$ cat config.mk
export PLATFORM = sky130hd
export DESIGN_NAME = ordered_array_list_engine
export DESIGN_NICKNAME = d
export VERILOG_FILES = /design/src/oal_pkg.sv /design/src/oal_cell.sv /design/src/oal_ctrl.sv /design/src/ordered_array_list_engine.sv
export VERILOG_INCLUDE_DIRS = /design/src /design/src/src
export SDC_FILE = /design/constraint.sdc
export NUM_CORES = 1
export LEC_CHECK = 0
export ABC_CLOCK_PERIOD_IN_PS = 8100
export BUFFER_PORTS_ARGS = -buffer_cell sky130_fd_sc_hd__buf_2
export CAP_MARGIN = 20
export CORE_MARGIN = 1.5
export CORE_UTILIZATION = 50
export DETAILED_ROUTE_END_ITERATION = 8
export PLACE_DENSITY_LB_ADDON = 0.25
export SYNTH_ARGS = -nofsm -noshare
export SYNTH_HDL_FRONTEND = slang
export SYNTH_SLANG_ARGS = --single-unit
$ cat constraint.sdc
create_clock -name clk -period 8.1 [get_ports clk]
set_input_delay 0 -clock clk [delete_from_list [all_inputs] [get_ports clk]]
set_output_delay 0 -clock clk [all_outputs]
set_load 0.05 [all_outputs]
$ cat src/ordered_array_list_engine_macros.svh
// Assertion macros for the ordered array list engine.
// Used by oal_ctrl, which checks its own control logic; expects clk and rst_n in scope.
`ifndef ORDERED_ARRAY_LIST_ENGINE_MACROS_SVH
`define ORDERED_ARRAY_LIST_ENGINE_MACROS_SVH

// Clocked check, switched off while reset is held.
`define OAL_ASSERT(lbl, prop, msg) \
  lbl: assert property (@(posedge clk) disable iff (!rst_n) prop) \
    else $error(msg);

// Condition in one cycle implies a consequence in the next.
`define OAL_ASSERT_NEXT(lbl, pre, post, msg) \
  `OAL_ASSERT(lbl, (pre) |=> (post), msg)

`endif

$ cat src/oal_pkg.sv
// Shared types, constants and helper functions for the ordered array list engine.
// No dependencies; the RTL modules refer to it by scoped names and the testbench imports it.
package oal_pkg;

  localparam int CAPACITY  = 16;
  localparam int WORD_BITS = 32;

  localparam int IDX_W    = (CAPACITY > 1) ? $clog2(CAPACITY) : 1;
  localparam int CNT_W    = $clog2(CAPACITY + 1);
  localparam int ACTION_W = 3;
  localparam int VALUE_W  = 32;
  localparam int FOUND_W  = 5;
  localparam int LEN_W    = 5;
  localparam int STATUS_W = 2;

  typedef logic [WORD_BITS-1:0] word_t;

  typedef enum logic [ACTION_W-1:0] {
    ACT_APPEND = 3'd0,
    ACT_SEARCH = 3'd1,
    ACT_DELETE = 3'd2,
    ACT_CLEAR  = 3'd3,
    ACT_REWIND = 3'd4,
    ACT_READ   = 3'd5
  } action_t;

  typedef enum logic [STATUS_W-1:0] {
    STS_OK        = 2'd0,
    STS_FULL      = 2'd1,
    STS_NOT_FOUND = 2'd2,
    STS_PAST_END  = 2'd3
  } status_t;

  typedef enum logic [1:0] {
    ST_IDLE  = 2'd0,
    ST_SCAN  = 2'd1,
    ST_SHIFT = 2'd2,
    ST_DONE  = 2'd3
  } state_t;

  typedef enum logic [1:0] {
    OP_HOLD   = 2'd0,
    OP_WRITE  = 2'd1,
    OP_ROTATE = 2'd2,
    OP_SHIFT  = 2'd3
  } cell_op_t;

  typedef struct packed {
    logic [ACTION_W-1:0]       action;
    logic signed [VALUE_W-1:0] value;
  } in_t;

  typedef struct packed {
    logic signed [FOUND_W-1:0] found_index;
    logic signed [VALUE_W-1:0] read_value;
    logic [LEN_W-1:0]          list_length;
    logic                      list_full;
    logic [STATUS_W-1:0]       status;
  } out_t;

  // Broadcast from the sequencer to every cell of the chain.
  typedef struct packed {
    cell_op_t         op;
    logic [IDX_W-1:0] sel;
    word_t            word;
  } cell_cmd_t;

  // Request value to stored word: truncate, or sign-extend for wide words.
  function automatic word_t to_word(input logic [VALUE_W-1:0] v);
    word_t w;
    for (int i = 0; i < WORD_BITS; i++) begin
      w[i] = v[(i < VALUE_W) ? i : VALUE_W - 1];
    end
    return w;
  endfunction

  // Stored word back to the 32-bit result field, sign-extended.
  function automatic logic [VALUE_W-1:0] from_word(input word_t w);
    logic [VALUE_W-1:0] r;
    for (int i = 0; i < VALUE_W; i++) begin
      r[i] = w[(i < WORD_BITS) ? i : WORD_BITS - 1];
    end
    return r;
  endfunction

endpackage

$ cat src/oal_cell.sv
// One cell of the entry chain: holds a single word, loads the command word on a write to its index,
// and takes its neighbour's on rotate/shift. Depends on oal_pkg.
module oal_cell (
  input  logic              clk,
  input  oal_pkg::cell_cmd_t cmd,
  input  logic [oal_pkg::IDX_W-1:0] idx,
  input  oal_pkg::word_t    nbr_word,
  output oal_pkg::word_t    word
);

  oal_pkg::word_t word_r;
  oal_pkg::word_t word_nxt;

  always_comb begin
    word_nxt = word_r;
    case (cmd.op)
      oal_pkg::OP_WRITE: begin
        if (idx == cmd.sel) word_nxt = cmd.word;
      end
      oal_pkg::OP_ROTATE: begin
        word_nxt = nbr_word;
      end
      // close the gap left by a deleted entry
      oal_pkg::OP_SHIFT: begin
        if (idx >= cmd.sel) word_nxt = nbr_word;
      end
      default: begin
        word_nxt = word_r;
      end
    endcase
  end

  always_ff @(posedge clk) begin
    word_r <= word_nxt;
  end

  assign word = word_r;

endmodule

$ cat src/oal_ctrl.sv
// Sequencer for the ordered array list engine: request handshake, count, cursor,
// scan of the cell chain and the result register. Depends on oal_pkg and the macro header.
`include "ordered_array_list_engine_macros.svh"

module oal_ctrl (
  input  logic               clk,
  input  logic               rst_n,
  input  logic               in_valid,
  output logic               in_stall,
  input  oal_pkg::in_t       in_req,
  output logic               out_valid,
  input  logic               out_stall,
  output oal_pkg::out_t      out_rsp,
  input  oal_pkg::word_t     head_word,
  output oal_pkg::cell_cmd_t cmd
);

  oal_pkg::state_t  state_r,  state_nxt;
  oal_pkg::action_t action_r, action_nxt;
  oal_pkg::status_t status_r, status_nxt;
  oal_pkg::word_t   word_r,   word_nxt;
  logic [oal_pkg::CNT_W-1:0]   count_r,  count_nxt;
  logic [oal_pkg::CNT_W-1:0]   cursor_r, cursor_nxt;
  logic [oal_pkg::IDX_W-1:0]   step_r,   step_nxt;
  logic [oal_pkg::IDX_W-1:0]   loc_r,    loc_nxt;
  logic                        hit_r,    hit_nxt;
  logic [oal_pkg::FOUND_W-1:0] found_r,  found_nxt;
  logic [oal_pkg::VALUE_W-1:0] rd_r,     rd_nxt;
  oal_pkg::out_t               out_r,    out_nxt;
  logic                        out_valid_r, out_valid_nxt;

  logic step_last;
  logic match;
  logic out_free;
  oal_pkg::action_t in_act;

  assign in_act    = oal_pkg::action_t'(in_req.action);
  assign step_last = (step_r == oal_pkg::IDX_W'(oal_pkg::CAPACITY - 1));
  // head of the chain holds original entry step_r during the scan
  assign match     = (head_word == word_r) &&
                     (oal_pkg::CNT_W'(step_r) < count_r);
  assign out_free  = !out_valid_r || !out_stall;

  // next state
  always_comb begin
    state_nxt = state_r;
    case (state_r)
      oal_pkg::ST_IDLE: begin
        if (in_valid) begin
          case (in_act)
            oal_pkg::ACT_SEARCH, oal_pkg::ACT_DELETE: state_nxt = oal_pkg::ST_SCAN;
            oal_pkg::ACT_READ: begin
              state_nxt = (cursor_r < count_r) ? oal_pkg::ST_SCAN : oal_pkg::ST_DONE;
            end
            default: state_nxt = oal_pkg::ST_DONE;
          endcase
        end
      end
      oal_pkg::ST_SCAN: begin
        if (step_last) begin
          state_nxt = (action_r == oal_pkg::ACT_DELETE && hit_nxt) ?
                      oal_pkg::ST_SHIFT : oal_pkg::ST_DONE;
        end
      end
      oal_pkg::ST_SHIFT: state_nxt = oal_pkg::ST_DONE;
      oal_pkg::ST_DONE: begin
        if (out_free) state_nxt = oal_pkg::ST_IDLE;
      end
      default: state_nxt = oal_pkg::ST_IDLE;
    endcase
  end

  // datapath and outputs
  always_comb begin
    action_nxt    = action_r;
    status_nxt    = status_r;
    word_nxt      = word_r;
    count_nxt     = count_r;
    cursor_nxt    = cursor_r;
    step_nxt      = step_r;
    loc_nxt       = loc_r;
    hit_nxt       = hit_r;
    found_nxt     = found_r;
    rd_nxt        = rd_r;
    out_nxt       = out_r;
    out_valid_nxt = out_valid_r && out_stall;
    cmd.op        = oal_pkg::OP_HOLD;
    cmd.sel       = loc_r;
    cmd.word      = word_r;

    case (state_r)
      oal_pkg::ST_IDLE: begin
        if (in_valid) begin
          action_nxt = in_act;
          word_nxt   = oal_pkg::to_word(in_req.value);
          status_nxt = oal_pkg::STS_OK;
          found_nxt  = '1;
          rd_nxt     = '0;
          hit_nxt    = 1'b0;
          step_nxt   = '0;
          case (in_act)
            oal_pkg::ACT_APPEND: begin
              if (count_r == oal_pkg::CNT_W'(oal_pkg::CAPACITY)) begin
                status_nxt = oal_pkg::STS_FULL;
              end else begin
                cmd.op    = oal_pkg::OP_WRITE;
                cmd.sel   = count_r[oal_pkg::IDX_W-1:0];
                cmd.word  = oal_pkg::to_word(in_req.value);
                count_nxt = oal_pkg::CNT_W'(count_r + 1'b1);
              end
            end
            oal_pkg::ACT_SEARCH, oal_pkg::ACT_DELETE: status_nxt = oal_pkg::STS_NOT_FOUND;
            oal_pkg::ACT_CLEAR:  count_nxt  = '0;
            oal_pkg::ACT_REWIND: cursor_nxt = '0;
            oal_pkg::ACT_READ: begin
              if (!(cursor_r < count_r)) status_nxt = oal_pkg::STS_PAST_END;
            end
            default: status_nxt = oal_pkg::STS_OK;
          endcase
        end
      end
      oal_pkg::ST_SCAN: begin
        cmd.op   = oal_pkg::OP_ROTATE;
        step_nxt = step_last ? '0 : oal_pkg::IDX_W'(step_r + 1'b1);
        case (action_r)
          // later hits overwrite: the highest index wins
          oal_pkg::ACT_SEARCH: begin
            if (match) begin
              found_nxt  = oal_pkg::FOUND_W'(step_r);
              status_nxt = oal_pkg::STS_OK;
            end
          end
          oal_pkg::ACT_DELETE: begin
            if (match && !hit_r) begin
              loc_nxt = step_r;
              hit_nxt = 1'b1;
            end
          end
          oal_pkg::ACT_READ: begin
            if (oal_pkg::CNT_W'(step_r) == cursor_r) rd_nxt = oal_pkg::from_word(head_word);
            if (step_last) cursor_nxt = oal_pkg::CNT_W'(cursor_r + 1'b1);
          end
          default: begin
            hit_nxt = hit_r;
          end
        endcase
      end
      oal_pkg::ST_SHIFT: begin
        cmd.op     = oal_pkg::OP_SHIFT;
        cmd.sel    = loc_r;
        count_nxt  = oal_pkg::CNT_W'(count_r - 1'b1);
        status_nxt = oal_pkg::STS_OK;
      end
      oal_pkg::ST_DONE: begin
        if (out_free) begin
          out_valid_nxt       = 1'b1;
          out_nxt.found_index = found_r;
          out_nxt.read_value  = rd_r;
          out_nxt.list_length = oal_pkg::LEN_W'(count_r);
          out_nxt.list_full   = (count_r == oal_pkg::CNT_W'(oal_pkg::CAPACITY));
          out_nxt.status      = status_r;
        end
      end
      default: begin
        out_nxt = out_r;
      end
    endcase
  end

  always_ff @(posedge clk) begin
    if (!rst_n) begin
      state_r     <= oal_pkg::ST_IDLE;
      count_r     <= '0;
      cursor_r    <= '0;
      step_r      <= '0;
      hit_r       <= 1'b0;
      out_valid_r <= 1'b0;
    end else begin
      state_r     <= state_nxt;
      count_r     <= count_nxt;
      cursor_r    <= cursor_nxt;
      step_r      <= step_nxt;
      hit_r       <= hit_nxt;
      out_valid_r <= out_valid_nxt;
    end
  end

  always_ff @(posedge clk) begin
    action_r <= action_nxt;
    status_r <= status_nxt;
    word_r   <= word_nxt;
    loc_r    <= loc_nxt;
    found_r  <= found_nxt;
    rd_r     <= rd_nxt;
    out_r    <= out_nxt;
  end

  assign in_stall  = (state_r != oal_pkg::ST_IDLE);
  assign out_valid = out_valid_r;
  assign out_rsp   = out_r;

  `OAL_ASSERT_NEXT(a_scan_runs_full_lap, state_r == oal_pkg::ST_SCAN && !step_last, state_r == oal_pkg::ST_SCAN, "scan left before a full lap of the chain")
  `OAL_ASSERT(a_shift_after_hit, state_r == oal_pkg::ST_SHIFT |-> action_r == oal_pkg::ACT_DELETE && hit_r, "entries moved up without a delete hit")
  `OAL_ASSERT_NEXT(a_append_grows, state_r == oal_pkg::ST_IDLE && in_valid && in_act == oal_pkg::ACT_APPEND && count_r != oal_pkg::CNT_W'(oal_pkg::CAPACITY), count_r == $past(count_r) + 1'b1, "append did not grow the list")
  `OAL_ASSERT_NEXT(a_read_advances, state_r == oal_pkg::ST_SCAN && action_r == oal_pkg::ACT_READ && step_last, cursor_r == $past(cursor_r) + 1'b1, "read did not advance the cursor")

endmodule

$ cat src/ordered_array_list_engine.sv
// Top level of the ordered array list engine: a ring of entry cells and its sequencer.
// Depends on oal_pkg, oal_cell and oal_ctrl.

// One request at a time. Append, clear, rewind and unknown actions go from
// IDLE straight to DONE. Search, delete and read next rotate the whole ring
// of CAPACITY cells once past the head comparator in SCAN; a delete that finds
// its value then moves the later entries up in SHIFT. Read past end goes
// straight to DONE. A new request is taken in the cycle after the previous
// result enters the output register, even if that result is still held by
// out_stall.
module ordered_array_list_engine (
  input  logic          clk,
  input  logic          rst_n,
  input  logic          in_valid,
  output logic          in_stall,
  input  oal_pkg::in_t  in_req,
  output logic          out_valid,
  input  logic          out_stall,
  output oal_pkg::out_t out_rsp
);

  oal_pkg::cell_cmd_t cmd;
  oal_pkg::word_t     cell_word [oal_pkg::CAPACITY];

  oal_ctrl u_ctrl (
    .clk       (clk),
    .rst_n     (rst_n),
    .in_valid  (in_valid),
    .in_stall  (in_stall),
    .in_req    (in_req),
    .out_valid (out_valid),
    .out_stall (out_stall),
    .out_rsp   (out_rsp),
    .head_word (cell_word[0]),
    .cmd       (cmd)
  );

  // data moves toward cell 0; cell 0 wraps round to the tail
  for (genvar g = 0; g < oal_pkg::CAPACITY; g++) begin : g_cell
    oal_pkg::word_t nbr;
    if (g == oal_pkg::CAPACITY - 1) begin : g_tail
      assign nbr = cell_word[0];
    end else begin : g_body
      assign nbr = cell_word[g+1];
    end

    oal_cell u_cell (
      .clk      (clk),
      .cmd      (cmd),
      .idx      (oal_pkg::IDX_W'(g)),
      .nbr_word (nbr),
      .word     (cell_word[g])
    );
  end

endmodule

==> impl_summary.log, run 1 <==
[metrics] I/O pins: 86
[metrics] critical path required time: 8390 ps
[metrics] pin count of the biggest net entering global routing: 222
[metrics] reg-to-reg setup timing slack: 3430 ps
[metrics] global router's overall resource usage: 0.220
[metrics] top_reg_cell synth: sky130_fd_sc_hd__edfxtp_1
[metrics] Clock Root Buffer: sky130_fd_sc_hd__clkbuf_16
[metrics] TritonCTS Buffers: 66
[metrics] Worst Path Max Fanout: 45
[metrics] Cells on Worst Hold Path: 2
[metrics] clk slew on worst S/H paths: 60 ps
[metrics] Synth Area per Inst: 15.6 um2
[metrics] initial antenna violation count: 0
[metrics] dominant cells by area after synthesis: sky130_fd_sc_hd__edfxtp_1 (72%), sky130_fd_sc_hd__a21o_1 (15%), sky130_fd_sc_hd__dfxtp_1 (1.4%)
[metrics] async set-reset flop share out of synthesis: 0
[metrics] fin. max-slew vios: 0
[metrics] hold_sp: in_req[13]
[metrics] final critical delay including setup and external delays: 4670 ps
[metrics] Routed WL: 58300 um
[metrics] tightest slew margin relative to the limit: 0.251
[metrics] status: finished clean
[metrics] via count of the first global-routing pass: 14704
[metrics] final sum of negative setup slack: 0 ps
[metrics] clock insertion delay at the later pin of the skew report: 600 ps
[metrics] layout net count: 1855
[metrics] depth of the CTS H-tree: 3
[metrics] total nets after synthesis: 1749
[metrics] detailed-route vias per instance: 5.80
[metrics] global-route wire length before repair: 89600 um
[metrics] met2 layer usage reported by global route: 0.375
[metrics] path type of the worst setup path: reg -> reg
[metrics] maximum clock skew at final layout: 31.1 ps
[metrics] count of synthesis-stage warnings from yosys: 0
[metrics] number of distinct library cells after synthesis: 55
[metrics] count of clock tree sinks: 653
[metrics] Min-Delay Path Class: in -> reg
[metrics] Diodes inserted: 0
[metrics] end point of the most critical hold path: u_ctrl.word_r[13]
[metrics] Reg2Reg Capture Point: g_cell[7].u_cell.word[21]
[metrics] sequential area share after synthesis: 0.737
[metrics] HPWL after DPL: 36200 um
[metrics] Die Height: 233 um
[metrics] synthesized cell area: 26400 um2
[metrics] Worst Setup End Kind: flip-flop
[metrics] number of register bits inferred by synthesis: 653
[metrics] Resize count post-CTS: 0
[metrics] layer with the highest usage: met2
[metrics] routed wire length per instance: 23.1 um
[metrics] setup repair after global routing missed its margin: no
[metrics] proportion of netlist area held by the largest area contributor: 0.723
[metrics] max cap viols: 0
[metrics] drt pass-1 iters: 7
[metrics] worst-path cell chain: clkinv_1 -> ha_1 -> nor4bb_4 -> or4_2 -> mux2i_1 -> nand2_1 -> o21ai_4 -> buf_16
[metrics] placement row count: 83
[metrics] last weighted congestion value of the routability-driven placer: 0.875
[metrics] buffer levels on the longest clock path: 3
[metrics] GRT met1 Usage: 0.287
[metrics] fraction of final layout cells with drive strength greater than 1: 0.144
[metrics] Hold-fix buffers, CTS: 38
[metrics] placeable core region: 51700 um2
[metrics] slew of the pin with the lowest slew margin: 1120 ps
[metrics] DRC: 0
[metrics] area of the die: 54100 um2
[metrics] instance count of the mapped netlist: 1693
[metrics] aggregate global routing overflow: 0
[metrics] depth of the worst register-to-register path: 8
[metrics] die span in x: 233 um
[metrics] # port buffers: 85
[metrics] highest achievable clock rate: 214 MHz
[metrics] CTS tree: built
[metrics] r2r startpoint: u_ctrl.count_r[0]
[metrics] met3 track utilization from global routing: 0.0424
[metrics] worst-path cell with the longest stage delay: sky130_fd_sc_hd__or4_2
[metrics] effective utilization at floorplan: 0.510
[metrics] number of DRC markers in iteration 0: 1251
[metrics] Area Growth Syn to Fin: 14.6%
[metrics] number of enable flip-flop cells after synthesis: 635
[metrics] total via count in the routed design: 14636
[metrics] Largest stage delay, worst path: 1120 ps
[metrics] setup-violating endpoint count in the final report: 0
[metrics] category of the worst setup path launch point: flip-flop
[metrics] category of cells accounting for the largest share of critical-path delay: simple AND/OR/NAND/NOR gates
[metrics] share of the clock period used by the worst path: 0.577
[metrics] Fill cells: 3976
[metrics] buffering stage count on the worst path with inverters included: 2
[metrics] residual antenna-violating net count after detailed routing: 0
[metrics] leading cell type in the layout, fill and taps excluded: sky130_fd_sc_hd__edfxtp_1
[metrics] hold violation total from the final report: 0
[metrics] cell taking the most area after synthesis: sky130_fd_sc_hd__edfxtp_1
[metrics] number of setup buffers added after CTS: 0
[metrics] most used cells in the layout excluding fill and tap cells: sky130_fd_sc_hd__edfxtp_1 (635), sky130_fd_sc_hd__a21o_1 (513), sky130_fd_sc_hd__nand2_1 (93)
[metrics] data arrival at the endpoint of the critical path: 4960 ps
-- synth_stat cells, types with 3 or more instances --
cell                        count
sky130_fd_sc_hd__edfxtp_1     635
sky130_fd_sc_hd__a21o_1       513
sky130_fd_sc_hd__nand2_1       94
sky130_fd_sc_hd__clkbuf_1      72
sky130_fd_sc_hd__buf_2         40
sky130_fd_sc_hd__and2_1        33
sky130_fd_sc_hd__a21oi_2       30
sky130_fd_sc_hd__a21oi_1       29
sky130_fd_sc_hd__xnor2_1       21
sky130_fd_sc_hd__nor2_1        20
sky130_fd_sc_hd__xor2_1        20
sky130_fd_sc_hd__dfxtp_1       18
sky130_fd_sc_hd__ha_1          17
sky130_fd_sc_hd__o21ai_0       16
sky130_fd_sc_hd__nand3_1       13
sky130_fd_sc_hd__inv_1         12
sky130_fd_sc_hd__nand4_1        9
sky130_fd_sc_hd__nand2b_1       8
sky130_fd_sc_hd__nor3_1         8
sky130_fd_sc_hd__mux2i_1        7
sky130_fd_sc_hd__nor4_1         7
sky130_fd_sc_hd__o22ai_1        7
sky130_fd_sc_hd__a211oi_1       5
sky130_fd_sc_hd__a31oi_1        5
sky130_fd_sc_hd__nand3b_1       4
sky130_fd_sc_hd__a2bb2oi_1      3
sky130_fd_sc_hd__and3_1         3
sky130_fd_sc_hd__buf_1          3
-- flip-flops by register name (all words and copies together) (netlist names) --
| name | flops |
|---|---|
| u_ctrl.found_r | 5 |
| u_ctrl.loc_r | 4 |
| u_ctrl.hit_r | 1 |
| u_ctrl.out_rsp | 45 |
| u_ctrl.step_r | 4 |
| u_ctrl.count_r | 5 |
| g_cell.u_cell.word | 512 |
| u_ctrl.out_valid | 1 |
| u_ctrl.action_r | 3 |
| u_ctrl.status_r | 2 |
| u_ctrl.cursor_r | 5 |
| u_ctrl.rd_r | 32 |
| u_ctrl.state_r | 2 |
| u_ctrl.word_r | 32 |
-- how the worst max path moves through the flow --
stage                     depth (start not counted)         startpoint                    endpoint  slack [ps]
final                                             8  u_ctrl.count_r[0]   g_cell[7].u_cell.word[21]        3430
after global routing                              7  u_ctrl.count_r[0]    g_cell[3].u_cell.word[0]        3120
after CTS                                         7  u_ctrl.count_r[0]  g_cell[13].u_cell.word[10]        3310
after detailed placement                          7  u_ctrl.count_r[0]  g_cell[13].u_cell.word[18]        3330
after global placement                            7  u_ctrl.count_r[0]   g_cell[7].u_cell.word[14]        3260
after floorplan                                   9  u_ctrl.count_r[0]    g_cell[7].u_cell.word[0]        3000
-- cell type report --
type                            instances  area [um2]  area share
Clock buffer                           77        1710      0.0567
Clock inverter                         36         364      0.0121
Inverter                               14        52.6     0.00174
Multi-Input combinational cell        908        6610       0.219
Sequential cell                       653       19400       0.643
Tap cell                              680         851      0.0282
Timing Repair Buffer                  156        1190      0.0394
-- cell families (layout without fill, tap and decap cells) --
kind of cell,count (synthesis),count (layout),synth area share
AND/OR/NAND/NOR,209,209,0.0390
XOR/XNOR,41,41,0.0136
adder cells (fa/ha/maj),17,17,0.00807
buffers and inverters,132,283,0.0214
flip-flops,653,653,0.737
multiplexers,9,9,0.00380
AO/OA/AOI/OAI,632,632,0.177
-- per-layer routing --
| layer | vias up | wire length, um |
|---|---|---|
| met2 | 403 | 29800 |
| met1 | 7473 | 24200 |
| met3 | 97 | 2870 |
| met5 | - | 0 |
| met4 | 0 | 1450 |
| li1 | 6663 | - |
-- stage by stage --
| step | std cells | hold slack, ps | setup WS, ps | util | instance area, um2 |
|---|---|---|---|---|---|
| 2_1_floorplan | 1693 | 98.9 | 3000 | - | 26400 |
| 3_3_place_gp | 2362 | 207 | 3260 | 0.533 | 27500 |
| 3_5_place_dp | 2365 | 202 | 3330 | 0.534 | 27600 |
| 4_1_cts | 2516 | 114 | 3310 | 0.581 | 30100 |
| 5_1_grt | 2524 | 134 | 3120 | 0.584 | 30200 |
| 6_report | 2524 | 144 | 3430 | 0.584 | 30200 |
Power of run 1 is not shown: default switching activity piles up to over one toggle a cycle in this logic, so the estimate is an artifact.
==> run 2, diff against run 1 <==
--- a/config.mk
+++ b/config.mk
@@ -6,7 +6,7 @@
 export SDC_FILE = /design/constraint.sdc
 export NUM_CORES = 1
 export LEC_CHECK = 0
-export ABC_CLOCK_PERIOD_IN_PS = 8100
+export ABC_CLOCK_PERIOD_IN_PS = 4200
 export BUFFER_PORTS_ARGS = -buffer_cell sky130_fd_sc_hd__buf_2
 export CAP_MARGIN = 20
 export CORE_MARGIN = 1.5
==> constraint.sdc (replaced) <==
create_clock -name clk -period 4.2 [get_ports clk]
set_input_delay 0 -clock clk [delete_from_list [all_inputs] [get_ports clk]]
set_output_delay 0 -clock clk [all_outputs]
set_load 0.05 [all_outputs]
==> run 2 against run 1 <==
  * Die area unchanged
  * Hold slack lost 6.5 ps
  * Global-route usage up 0.57 points
  * First-iteration DRC count up 32%
  * Count of clock-buffer cells in the layout increased by 4
  * Flip-flop and latch count unchanged
  * Non-clock buffer count rose by 17
  * Core utilization up 0.099 points
  * Cell area is 0.17% higher
  * Sequential share of layout area shrank 0.11 points
==> impl_summary.log, run 2 (synthesis gave the netlist of run 1 again) <==
[metrics] detailed-route vias per instance: 5.83
[metrics] total area of multi-input combinational cells: 6610 um2
[metrics] depth of the worst register-to-register path: 9
[metrics] last weighted congestion value of the routability-driven placer: 0.938
[metrics] worst-path cell with the longest stage delay: sky130_fd_sc_hd__or4_2
[metrics] via count of the first global-routing pass: 14905
[metrics] slew of the pin with the lowest slew margin: 1180 ps
[metrics] clk slew on worst S/H paths: 60 ps
[metrics] clock insertion delay at the later pin of the skew report: 600 ps
[metrics] tightest slew margin relative to the limit: 0.211
[metrics] Most common cell on crit path: sky130_fd_sc_hd__buf_4
[metrics] highest achievable clock rate: 262 MHz
[metrics] detailed-routed wire length on met3: 3030 um
[metrics] most used cells in the layout excluding fill and tap cells: sky130_fd_sc_hd__edfxtp_1 (635), sky130_fd_sc_hd__a21o_1 (513), sky130_fd_sc_hd__nand2_1 (93)
[metrics] die span in x: 233 um
[metrics] buffer levels on the longest clock path: 3
[metrics] crit path launch: u_ctrl.count_r[1]
[metrics] data arrival at the endpoint of the critical path: 4050 ps
[metrics] Cells on Worst Hold Path: 2
[metrics] total cell area at the placement stage: 27800 um2
[metrics] I/O pins: 86
[metrics] depth of the CTS H-tree: 3
[metrics] buffering stage count on the worst path with inverters included: 3
[metrics] pin count of the biggest net entering global routing: 263
[metrics] routed wire length per instance: 23.5 um
[metrics] setup repair after global routing missed its margin: no
[metrics] setup-violating endpoint count in the final report: 0
[metrics] category of cells accounting for the largest share of critical-path delay: simple AND/OR/NAND/NOR gates
[metrics] CTS tree: built
[metrics] global router's overall resource usage: 0.226
[metrics] wire length the detailed router placed on met1: 25300 um
[metrics] met2 wirelength from detailed routing: 30400 um
[metrics] Area Growth Syn to Fin: 14.7%
[metrics] hold violation total from the final report: 0
[metrics] Diodes inserted: 0
[metrics] Clock Root Buffer: sky130_fd_sc_hd__clkbuf_16
[metrics] worst-path cell chain: inv_1 -> ha_1 -> nor4bb_4 -> or4_2 -> buf_4 -> mux2i_1 -> a21oi_1 -> a31oi_4 -> buf_4
[metrics] # port buffers: 85
[metrics] final cell area excluding filler cells: 30300 um2
[metrics] Die Height: 233 um
[metrics] maximum clock skew at final layout: 27.0 ps
[metrics] count of clock tree sinks: 653
[metrics] Fill cells: 3923
[metrics] aggregate global routing overflow: 0
[metrics] Hold-fix buffers, CTS: 38
[metrics] initial antenna violation count: 0
[metrics] global-route wire length before repair: 91400 um
[metrics] placeable core region: 51700 um2
[metrics] Worst Setup End Kind: flip-flop
[metrics] end point of the critical path: g_cell[14].u_cell.word[26]
[metrics] Largest stage delay, worst path: 730 ps
[metrics] reg-to-reg setup timing slack: 380 ps
[metrics] path type of the worst setup path: reg -> reg
[metrics] final critical delay including setup and external delays: 3820 ps
[metrics] effective utilization at floorplan: 0.510
[metrics] r2r startpoint: u_ctrl.count_r[1]
[metrics] status: finished clean
[metrics] residual antenna-violating net count after detailed routing: 0
[metrics] share of the clock period used by the worst path: 0.909
[metrics] fin. max-slew vios: 0
[metrics] layout net count: 1873
[metrics] total via count in the routed design: 14854
[metrics] Min-Delay Path Class: in -> reg
[metrics] critical path required time: 4430 ps
[metrics] area of the die: 54100 um2
[metrics] category of the worst setup path launch point: flip-flop
[metrics] Reg2Reg Capture Point: g_cell[14].u_cell.word[26]
[metrics] Resize count post-CTS: 0
[metrics] HPWL after DPL: 37400 um
[metrics] leading cell type in the layout, fill and taps excluded: sky130_fd_sc_hd__edfxtp_1
[metrics] fraction of final layout cells with drive strength greater than 1: 0.150
[metrics] number of DRC markers in iteration 0: 1646
[metrics] number of setup buffers added after CTS: 0
[metrics] storage element area: 19400 um2
[metrics] highest signal layer in the routed design: met4
[metrics] logic depth of the worst setup path including buffers: 9
[metrics] max cap viols: 0
[metrics] DRC: 0
[metrics] Routed WL: 59900 um
[metrics] max reg flops: 512
[metrics] Worst Path Max Fanout: 40
[metrics] TritonCTS Buffers: 67
[metrics] placement row count: 83
[metrics] drt pass-1 iters: 7
run 2: changes by cell type in the layout (fill, tap and decap cells not counted), sizes merged:
cell	previous run	this run
bufinv	7	3
clkbuf	77	81
buf	118	135
clkinv	25	33
inv	17	15
run 2: through the flow:
| step | hold slack (ps) | utilization | TNS [ps] | instances | setup slack, ps |
|---|---|---|---|---|---|
| finish | 138 | 0.585 | 0 | 2547 | 384 |
| global route | 126 | 0.585 | 0 | 2547 | 227 |
| CTS | 113 | 0.585 | 0 | 2547 | 451 |
| detailed placement | 204 | 0.538 | 0 | 2390 | 449 |
| global placement | 204 | 0.538 | 0 | 2388 | 465 |
| floorplan | 98.9 | - | -7790 | 1693 | -116 |
run 2: how the worst min path moves through the flow:
stage               startpoint                 end  slack [ps]
detailed placement   in_req[9]    u_ctrl.word_r[9]         200
global placement    in_req[26]   u_ctrl.word_r[26]         200
CTS                 in_req[10]   u_ctrl.word_r[10]         110
global route        in_req[24]   u_ctrl.word_r[24]         130
floorplan           in_req[32]  u_ctrl.action_r[0]         100
finish              in_req[27]   u_ctrl.word_r[27]         140
run 2: area by class of cell:
class	count	area share
Inverter	14	0.00174
Tap cell	680	0.0281
Timing Repair Buffer	173	0.0424
Clock inverter	38	0.00877
Multi-Input combinational cell	908	0.218
Clock buffer	81	0.0585
Sequential cell	653	0.642
run 2: layer usage:
metal  GRT usage  vias to the layer above
met4      0.0591                        0
met2       0.382                      415
met5           0                        -
met3      0.0390                       80
met1       0.304                     7644
li1            -                     6715
run 2: worst register-to-register path, delay by kind of cell (launching register included):
family | cells | cell delay (ps)
AO/OA/AOI/OAI | 2 | 460
adder cells (fa/ha/maj) | 1 | 190
AND/OR/NAND/NOR | 2 | 920
flip-flops | 1 | 490
multiplexers | 1 | 510
buffers and inverters | 3 | 880
Power of run 2 is left out for the same reason.
==> run 3, diff against run 2 <==
--- a/config.mk
+++ b/config.mk
@@ -11,8 +11,10 @@
 export CAP_MARGIN = 20
 export CORE_MARGIN = 1.5
 export CORE_UTILIZATION = 50
+export CTS_CLUSTER_SIZE = 10
 export DETAILED_ROUTE_END_ITERATION = 8
 export PLACE_DENSITY_LB_ADDON = 0.25
 export SYNTH_ARGS = -nofsm -noshare
 export SYNTH_HDL_FRONTEND = slang
+export SYNTH_HIERARCHICAL = 1
 export SYNTH_SLANG_ARGS = --single-unit
==> run 3 against run 2 <==
  * Cell area up 23%
  * Flip-flop and latch count unchanged
  * Die area up 23%
  * Fmax down 2.3%
  * Critical path depth up 3
==> impl_summary.log, run 3 <==
[metrics] status: finished clean
[metrics] final critical delay including setup and external delays: 3910 ps
[metrics] setup-violating endpoint count in the final report: 0
[metrics] Largest stage delay, worst path: 750 ps
[metrics] count of synthesis-stage warnings from yosys: 6
[metrics] Clock Root Buffer: sky130_fd_sc_hd__clkbuf_16
[metrics] max reg flops: 512
[metrics] proportion of netlist area held by the largest area contributor: 0.588
[metrics] async set-reset flop share out of synthesis: 0
[metrics] buffer levels on the longest clock path: 3
[metrics] Worst Setup End Kind: flip-flop
[metrics] placeable core region: 64200 um2
[metrics] Synth Area per Inst: 16.7 um2
[metrics] Area Growth Syn to Fin: 14.4%
[metrics] initial antenna violation count: 0
[metrics] total area of multi-input combinational cells: 12300 um2
[metrics] # port buffers: 85
[metrics] fraction of final layout cells with drive strength greater than 1: 0.352
[metrics] sequential area share after synthesis: 0.599
[metrics] placement row count: 93
[metrics] maximum clock skew at final layout: 28.3 ps
[metrics] final sum of negative setup slack: 0 ps
[metrics] number of enable flip-flop cells after synthesis: 635
[metrics] CTS tree: built
[metrics] worst-path cell chain: inv_1 -> ha_2 -> nand2_1 -> nor3_1 -> nand2b_2 -> mux2i_4 -> buf_12 -> inv_1 -> ha_1 -> nand2b_1 -> nand3_1 -> o22ai_4
[metrics] Die Height: 258 um
[metrics] clk slew on worst S/H paths: 60 ps
[metrics] routed wire length per instance: 24.6 um
[metrics] total via count in the routed design: 17231
[metrics] Resize count post-CTS: 0
[metrics] HPWL after DPL: 48300 um
[metrics] pin count of the biggest net entering global routing: 40
[metrics] area of the die: 66400 um2
[metrics] DRC: 0
[metrics] leading cell type in the layout, fill and taps excluded: sky130_fd_sc_hd__edfxtp_1
[metrics] residual antenna-violating net count after detailed routing: 0
[metrics] Min-Delay Path Class: in -> reg
[metrics] number of setup buffers added after CTS: 0
[metrics] most used cells in the layout excluding fill and tap cells: sky130_fd_sc_hd__edfxtp_1 (635), sky130_fd_sc_hd__mux2_4 (480), sky130_fd_sc_hd__inv_1 (141)
[metrics] setup repair after global routing missed its margin: no
[metrics] fin. max-slew vios: 0
[metrics] number of distinct library cells after synthesis: 54
[metrics] hold violation total from the final report: 0
[metrics] Routed WL: 75800 um
[metrics] TritonCTS Buffers: 76
[metrics] storage element area: 19400 um2
[metrics] path type of the worst setup path: reg -> reg
[metrics] dominant cells by area after synthesis: sky130_fd_sc_hd__edfxtp_1 (59%), sky130_fd_sc_hd__mux2_4 (22%), sky130_fd_sc_hd__ha_1 (4.9%)
[metrics] worst-path cell with the longest stage delay: sky130_fd_sc_hd__o22ai_4
[metrics] number of DRC markers in iteration 0: 1713
[metrics] share of the clock period used by the worst path: 0.930
[metrics] aggregate global routing overflow: 0
[metrics] effective utilization at floorplan: 0.505
[metrics] highest achievable clock rate: 256 MHz
[metrics] most common cell in the synthesized netlist: sky130_fd_sc_hd__edfxtp_1
[metrics] number of register bits inferred by synthesis: 653
[metrics] reg-to-reg setup timing slack: 290 ps
[metrics] die span in x: 258 um
[metrics] utilization of the core after routing: 0.578
[metrics] via count of the first global-routing pass: 16963
[metrics] clock insertion delay at the later pin of the skew report: 620 ps
[metrics] global-route wire length before repair: 112000 um
[metrics] top_reg_cell synth: sky130_fd_sc_hd__edfxtp_1
[metrics] Most common cell on crit path: sky130_fd_sc_hd__inv_1
[metrics] category of the worst setup path launch point: flip-flop
[metrics] critical path required time: 4430 ps
[metrics] instance count of the mapped netlist: 1946
[metrics] count of clock tree sinks: 653
[metrics] Fill cells: 4877
[metrics] last weighted congestion value of the routability-driven placer: 0.819
[metrics] slew of the pin with the lowest slew margin: 1140 ps
[metrics] data arrival at the endpoint of the critical path: 4130 ps
[metrics] cell taking the most area after synthesis: sky130_fd_sc_hd__edfxtp_1
[metrics] synthesized cell area: 32400 um2
[metrics] detailed-route vias per instance: 5.59
[metrics] Diodes inserted: 0
[metrics] tightest slew margin relative to the limit: 0.237
[metrics] max cap viols: 0
[metrics] drt pass-1 iters: 7
[metrics] leading cell types by count after synthesis: sky130_fd_sc_hd__edfxtp_1 (635), sky130_fd_sc_hd__mux2_4 (480), sky130_fd_sc_hd__inv_1 (142)
[metrics] I/O pins: 86
[metrics] layout net count: 2369
[metrics] Worst Path Max Fanout: 39
[metrics] global router's overall resource usage: 0.229
[metrics] depth of the CTS H-tree: 3
[run 3: cell count changes after synthesis, sizes merged, moves of 17 or more]
cell / previous run / this run
a21o: 513 / 1
a21oi: 59 / 19
a22oi: 1 / 18
clkbuf: 72 / 14
ha: 17 / 128
inv: 12 / 142
mux2: 2 / 512
nand2: 94 / 126
nor2: 20 / 37
[run 3: path summary, 6_finish.rpt]
check / start / cells after the start / endpoint
worst max-delay path: u_ctrl/state_r[1] / 12 / g_cell[6].u_cell/word[5]
worst min-delay path: in_req[18] / 2 / u_ctrl/word_r[18]
worst max register to register: u_ctrl/state_r[1] / 12 / g_cell[6].u_cell/word[5]
worst min register to register: u_ctrl/rd_r[7] / 0 / u_ctrl/out_rsp[15]
[run 3: cell type report]
| cell class | count | area share |
|---|---|---|
| Sequential cell | 653 | 0.524 |
| Inverter | 142 | 0.0144 |
| Tap cell | 855 | 0.0288 |
| Multi-Input combinational cell | 1145 | 0.332 |
| Timing Repair Buffer | 184 | 0.0449 |
| Clock inverter | 8 | 0.00192 |
| Clock buffer | 96 | 0.0541 |
[run 3: stage by stage]
step / hold slack, ps / cells / setup WS [ps] / area, um2
2_1_floorplan: 98.9 / 2008 / -139 / 32800
6_report: 116 / 3083 / 293 / 37100
5_1_grt: 132 / 3083 / 16.3 / 37100
3_3_place_gp: 198 / 2936 / 358 / 34500
4_1_cts: 101 / 3078 / 200 / 37000
3_5_place_dp: 199 / 2936 / 208 / 34500
[run 3: cells by family (layout without fill, tap and decap cells)]
group                    count (synthesis)  count (layout)  share of synthesized area
buffers and inverters                  210             430                     0.0359
XOR/XNOR                                39              39                     0.0105
AO/OA/AOI/OAI                          120             120                     0.0252
other                                    2              64                   0.000232
flip-flops                             653             653                      0.599
adder cells (fa/ha/maj)                128             128                     0.0494
multiplexers                           517             517                      0.235
AND/OR/NAND/NOR                        277             277                     0.0448
[run 3: what timing repair did]
action,in CTS,in global routing
hold buffers,38,1
setup endpoints to repair,0,0
hold endpoints to repair,56,8
[run 3: routing by layer]
| metal | share of wire | GRT usage | up-vias |
|---|---|---|---|
| li1 | - | - | 7659 |
| met1 | 0.46 | 0.342 | 8734 |
| met2 | 0.43 | 0.337 | 729 |
| met3 | 0.087 | 0.0500 | 109 |
| met4 | 0.023 | 0.0603 | 0 |
| met5 | 0 | 0 | - |
[run 3: worst max-delay path: cells and delay by family (launching register included)]
family                   cells  cell delay (ps)
AND/OR/NAND/NOR              5             1010
AO/OA/AOI/OAI                1              750
adder cells (fa/ha/maj)      2              620
buffers and inverters        3              510
flip-flops                   1              350
multiplexers                 1              200
Power of run 3 is left out for the same reason.
